$ cat config.mk
export PLATFORM = sky130hd
export DESIGN_NAME = ikhm_front
export DESIGN_NICKNAME = d
export VERILOG_FILES = /design/src/ikhm_pkg.sv /design/src/ikhm_front.sv
export SDC_FILE = /design/constraint.sdc
export NUM_CORES = 1
export LEC_CHECK = 0
export CAP_MARGIN = 15
export CORE_MARGIN = 3
export CORE_UTILIZATION = 25
export CTS_CLUSTER_SIZE = 40
export DETAILED_ROUTE_END_ITERATION = 12
export DONT_BUFFER_PORTS = 1
export GPL_ROUTABILITY_DRIVEN = 0
export SYNTH_ARGS = -nofsm -noshare
export SYNTH_HDL_FRONTEND = slang
export SYNTH_SLANG_ARGS = --single-unit
$ cat constraint.sdc
create_clock -name clk -period 3.8 [get_ports clk]
set_input_delay 0.38 -clock clk [delete_from_list [all_inputs] [get_ports clk]]
set_output_delay 0.38 -clock clk [all_outputs]
set_load 0.01 [all_outputs]
$ cat src/ikhm_pkg.sv
// Shared types, constants and the key mixing function of the integer-keyed hash map.
// Used by the top level, the front end and the back end; depends on nothing.
package ikhm_pkg;

  localparam int NUM_BUCKETS_DEF = 256;
  localparam int NUM_ENTRIES_DEF = 256;

  localparam int MIX_S1 = 20;
  localparam int MIX_S2 = 12;
  localparam int MIX_S3 = 7;
  localparam int MIX_S4 = 4;

  typedef enum logic [1:0] {
    FUNC_LOOKUP = 2'd0,
    FUNC_PUT    = 2'd1,
    FUNC_REMOVE = 2'd2,
    FUNC_CLEAR  = 2'd3
  } func_t;

  typedef struct packed {
    func_t       func;
    logic [31:0] key;
    logic [31:0] value;
  } ikhm_req_t;

  typedef enum logic [2:0] {
    ST_INIT,
    ST_IDLE,
    ST_HEAD,
    ST_CMP,
    ST_POP,
    ST_INS,
    ST_CLR,
    ST_RESP
  } state_t;

  function automatic logic [31:0] mix_key(input logic [31:0] k);
    logic [31:0] h;
    h = k ^ (k >> MIX_S1) ^ (k >> MIX_S2);
    return h ^ (h >> MIX_S3) ^ (h >> MIX_S4);
  endfunction

endpackage

$ cat src/ikhm_front.sv
// Front end: accepts requests, hashes the key to a bucket and queues the request.
// Depends on ikhm_pkg for the request type and the mixing function.
module ikhm_front import ikhm_pkg::*; #(
  parameter int NUM_BUCKETS = NUM_BUCKETS_DEF,
  localparam int BW = $clog2(NUM_BUCKETS)
) (
  input  logic               clk,
  input  logic               rst_n,
  input  logic               in_valid,
  output logic               in_stall,
  input  logic [1:0]         in_func,
  input  logic signed [31:0] in_key,
  input  logic [31:0]        in_value,
  input  logic               busy,
  output logic               q_valid,
  output ikhm_req_t          q_req,
  output logic [BW-1:0]      q_bkt,
  input  logic               q_pop
);

  ikhm_req_t     req_r [2];
  logic [BW-1:0] bkt_r [2];
  logic          wp_r, wp_nxt;
  logic          rp_r, rp_nxt;
  logic [1:0]    cnt_r, cnt_nxt;
  logic          push;
  logic [31:0]   mixed;
  logic [BW-1:0] bkt;

  assign in_stall = busy || (cnt_r == 2'd2);
  assign push     = in_valid && !in_stall;

  always_comb begin
    mixed = mix_key(in_key) & 32'(NUM_BUCKETS - 1);
    bkt   = (mixed >= 32'(NUM_BUCKETS)) ? '0 : mixed[BW-1:0];
  end

  assign q_valid = (cnt_r != 2'd0);
  assign q_req   = req_r[rp_r];
  assign q_bkt   = bkt_r[rp_r];

  always_comb begin
    wp_nxt  = push ? ~wp_r : wp_r;
    rp_nxt  = q_pop ? ~rp_r : rp_r;
    cnt_nxt = cnt_r + {1'b0, push} - {1'b0, q_pop};
  end

  always_ff @(posedge clk) begin
    if (push) begin
      req_r[wp_r] <= '{func: func_t'(in_func), key: in_key, value: in_value};
      bkt_r[wp_r] <= bkt;
    end
  end

  always_ff @(posedge clk) begin
    if (!rst_n) begin
      wp_r  <= 1'b0;
      rp_r  <= 1'b0;
      cnt_r <= 2'd0;
    end else begin
      wp_r  <= wp_nxt;
      rp_r  <= rp_nxt;
      cnt_r <= cnt_nxt;
    end
  end

endmodule

== Word-level counts from Yosys, hierarchy flattened ==
Memory sizes are Yosys's and may differ from the RTL's. A register that Yosys moved wholly into a read port is not among the register bits.
Cells that the tools add are included.

* Register bits: 4
* Input bits: 71
* Memory bits (read-only): 0
* Output and inout port bits: 76
* Latch bits: 0
* Bits in writable memories: 148
* Memories: 2

* Muxes and demuxes: 7
* Reductions and logical operators: 4
* Eq/ne operators: 1
* Multipliers: 0
* Magnitude comparators: 1
* Divide/modulo/power cells: 0
* Shift operators: 0
* Bitwise gates (word level): 6
* $add $sub $neg: 2

{| class="wikitable"
|+ Memory list
! name !! words !! bits a word !! read ports !! clocked after memory_dff !! write ports !! line !! source
|-
| req_r || 2 || 66 || 1 || 1 || 1 || ikhm_front.sv:21 || <nowiki>ikhm_req_t req_r [2];</nowiki>
|-
| bkt_r || 2 || 8 || 1 || 1 || 1 || ikhm_front.sv:22 || <nowiki>logic [BW-1:0] bkt_r [2];</nowiki>
|}

{| class="wikitable"
|+ Operator list
! operator !! number
|-
| 8-bit XOR || 2
|-
| 15-bit by 12-bit XOR with 15-bit output || 1
|-
| 15-bit XOR || 1
|-
| 8-bit by 9-bit greater-or-equal comparator with 1-bit output (second input constant) || 1
|-
| 8-bit two-way mux || 1
|-
| 1-bit two-way mux || 6
|-
| 2-bit by 1-bit adder with 2-bit output || 1
|-
| 2-bit == test (second input constant) || 1
|-
| 1-bit inverter || 2
|-
| 2-bit nonzero test || 1
|-
| 2-bit by 1-bit subtractor with 2-bit output || 1
|-
| 1-bit logical AND || 1
|-
| 1-bit logical NOT || 1
|-
| 1-bit logical OR || 1
|}

== Logic depth before layout (Yosys ltp) ==
* Depth after elaboration: 6
* Mapped depth: 9
* Mapped depth without buffers: 9

== Worst setup path after synthesis ==
Ideal clock, no wire load.

* Path type: register to register
* Start point: register cnt_r[1]
* End point: memory bkt_r[1][0] (netlist name), enable pin
* Data required time: 3,359 ps
* Slack: 981 ps
* Stages on the path, launching flop included: 4
* Setup time: 441 ps
* Path buffers: 0
* Data arrival time: 2,378 ps
* Clock period less this slack: 2,819 ps
* Cells stage by stage: dfxtp_1 > nor2b_1 > nor2_1 > and3_1

* Cells in the longest elaborated chain, start to end: 6

{| class="wikitable"
|+ RTL lines
! item !! line !! source
|-
| start: declaration || ikhm_front.sv:25 || <nowiki>logic [1:0] cnt_r, cnt_nxt;</nowiki>
|-
| start signal: assignment || ikhm_front.sv:63 || <nowiki>cnt_r <= cnt_nxt;</nowiki>
|-
| 2-bit == test || ikhm_front.sv:30 || <nowiki>assign in_stall = busy || (cnt_r == 2'd2);</nowiki>
|-
| 1-bit logical OR || ikhm_front.sv:30 ||
|-
| 1-bit logical NOT || ikhm_front.sv:31 || <nowiki>assign push = in_valid && !in_stall;</nowiki>
|-
| 1-bit logical AND || ikhm_front.sv:31 ||
|-
| 1-bit two-way mux || ikhm_front.sv:49 || <nowiki>if (push) begin</nowiki>
|-
| 1-bit two-way mux (not written as such) || ikhm_front.sv:51 || <nowiki>bkt_r[wp_r] <= bkt;</nowiki>
|-
| end: declaration || ikhm_front.sv:22 ||
|}

No other way between the ends.

==> results.yml <==
timing:
  rsz0062_at_grt: "false"
  finalHoldViolations: 0
  min_period_ns: 2.350
  hold_ws_ns: 0.05345
  max_freq_mhz: 425.6
  max_slew_margin_pct: 26.67
  drv_slew: 0
  fin_setup_tns_ns: 0
  skew_ns: 0.01499
  timing.final.crit_share_pct: 61.84
  tightest_slew_ns: 1.100
  finalSetupViolCount: 0
worst_setup_path:
  path_cells: "mux2_2"
  path_buf_inv: 0
  r2r_setup_slack_ns: 1.55
  worstSetupEndpoint: "q_req[21]"
  cp.depth: 1
  r2r_cells: 4
  r2r_start: "cnt_r[1]$_SDFF_PN0_"
  start_kind: "register"
  cp_top_family: "flip-flops"
  arrival_ns: 1.97
  crit_required_ns: 3.42
  cpMaxStageDelayCell: "dfxtp_4"
  critPathKind: "reg -> out"
  reg2reg_to: "req_r[0][12]$_DFFE_PP_"
  cp_slowest_stage_delay_ns: 0.98
  crit_fanout: 74
  end_kind: "primary output"
route:
  dr.pass1.iters: 4
  postRouteAntennaNets: 0
  drt_wl_total_um: 11550
  drcViolationCount: 0
  route.met3.wl_um: 1604
  dr.first_iter.drc_count: 96
  via_count: 2559
  wl_per_cell_um: 18.24
  top_layer: "met4"
  wl_met1_um: 4434
  route.met2.wl_um: 5357
  via_per_inst: 4.043
synthesis:
  ys_warn_count: 0
  synth_most_common_cell: "edfxtp_1"
  synth_area_leader_cell: "edfxtp_1"
  synth_edf_count: 148
  ys_seq_area_share_pct: 76.06
  synthCells: 295
  synth_area_um2: 5974
  ys_seq_elements: 153
  async_flop_share_pct: 0
  syn-num-nets: 368
  dominantRegCellSynth: "edfxtp_1"
  synth_top_area_share_pct: 74.39
  synth_cell_types: 21
  avgSynthCellArea_um2: 20.25
  synthTopCellsByArea: "edfxtp_1 74%, mux2_2 14%, xnor2_1 3.7%"
  netlist_top_cells_count: "148 x edfxtp_1, 74 x mux2_2, 25 x xnor2_1"
clock_network:
  cts_buffers: 17
  cts_root_buf: "clkbuf_16"
  clkSlewWorstSetupHoldPaths_ns: 0.06
  cts.sinks: 153
  post_cts_resized: 0
  h-tree-depth: 4
  cts_tree: "yes"
  cts_setup_buffers: 0
  clockBufferDepth: 2
  postCtsHoldBufs: 0
  clk_latency_ns: 0.42
floorplan:
  initial_utilization_pct: 25.92
  rows: 55
  dieArea_um2: 25790
  core-area_um2: 23050
  die_h_um: 160.6
  ios: 147
  die_x_um: 160.6
global_route:
  grt_max_degree: 75
  overflow: 0
  antenna_found_initial: 0
  grt_first_pass_wirelength_um: 17490
  track_usage_pct: 9.164
  grt_pass1_vias: 2924
power:
  peakVddDrop_uv: 257.4
  leakagePower_nw: 2.223
  powerDensity_nw_per_um2: 586.8
final_layout:
  antenna_cells: 0
  nNetsFinal: 381
  drive_gt1_share_pct: 34.69
  n_fill_cell: 2266
  areaGrowthSynthToFinish_pct: 16.08
outcome:
  status: "completed"
run:
  drv_cap: 0
min_path:
  min-delay-path-class: "in -> reg"
place:
  io_buffers: 0
  hpwlAfterDp_um: 7630
## registers in the layout, summed over array words and instances (netlist names), named ones only
name	flops
rp_r	1
wp_r	1
req_r	132
cnt_r	2
bkt_r	16
## how the worst min path moves through the flow
| stage | startpoint | end | slack [ns] | depth (start not counted) |
|---|---|---|---|---|
| final | in_key[31] | req_r[1][63]$_DFFE_PP_ | 0.05 | 0 |
| after global routing | in_value[9] | req_r[0][9]$_DFFE_PP_ | 0.03 | 0 |
| after CTS | in_value[25] | req_r[0][25]$_DFFE_PP_ | 0.03 | 0 |
| after detailed placement | in_value[5] | req_r[1][5]$_DFFE_PP_ | 0.48 | 0 |
| after global placement | in_value[17] | req_r[1][17]$_DFFE_PP_ | 0.48 | 0 |
| after floorplan | wp_r$_SDFFE_PN0P_ | wp_r$_SDFFE_PN0P_ | 0.46 | 2 |
## power breakdown
group / switching, mW / leakage, nW / internal [mW]
registers: 0.0485 / 1.40 / 1.97
clock network: 0.662 / 0.283 / 1.03
logic: 0.194 / 0.544 / 0.169
total: 0.905 / 2.22 / 3.16
## cells by family (layout without fill, tap and decap cells)
kind of cell / Yosys count / count (layout) / synth area share [%]
compound gates: 2 / 2 / 0.1674
simple gates: 13 / 13 / 1.131
fa+ha+maj: 2 / 2 / 0.4188
flops: 153 / 153 / 76.06
mux: 74 / 74 / 13.95
buf+inv: 12 / 37 / 0.9214
xor+xnor: 39 / 39 / 7.351
## per-stage QoR
stage	area (µm²)	total power [mW]	util (%)	setup WS (ns)	instances
2_1_floorplan	5974	2.343	-	0.9814	295
3_3_place_gp	6351	2.418	27.55	1.560	602
3_5_place_dp	6351	2.430	27.55	1.490	602
4_1_cts	6935	4.148	30.08	1.382	633
5_1_grt	6935	4.253	30.08	1.304	633
6_report	6935	4.070	30.08	1.450	633
## placed cells by master (no fill, tap or decap), types with 2 or more instances in the layout
| master | count |
|---|---|
| mux2_2 | 74 |
| nor2_1 | 4 |
| inv_1 | 3 |
| clkinv_2 | 5 |
| clkinvlp_4 | 2 |
| xnor3_1 | 6 |
| bufinv_16 | 3 |
| clkbuf_1 | 2 |
| edfxtp_1 | 148 |
| and2_1 | 2 |
| clkinv_4 | 2 |
| xnor2_2 | 2 |
| xnor2_1 | 25 |
| dfxtp_1 | 4 |
| clkbuf_16 | 17 |
| ha_1 | 2 |
| xor2_1 | 6 |
| buf_4 | 2 |
## cell type report
cell class | instances | area, µm² | area share, %
Clock buffer | 19 | 432.9 | 6.242
Clock inverter | 12 | 151.4 | 2.183
Inverter | 4 | 16.27 | 0.2345
Multi-Input combinational cell | 130 | 1380 | 19.90
Sequential cell | 153 | 4548 | 65.58
Tap cell | 313 | 391.6 | 5.647
Timing Repair Buffer | 2 | 15.01 | 0.2165
## layer usage
metal | track usage [%] | vias to the layer above
li1 | - | 1150
met5 | 0 | -
met4 | 3.669 | 0
met3 | 6.190 | 8
met2 | 14.22 | 116
met1 | 9.835 | 1285
Note: power is estimated with default switching activity, not from simulation.
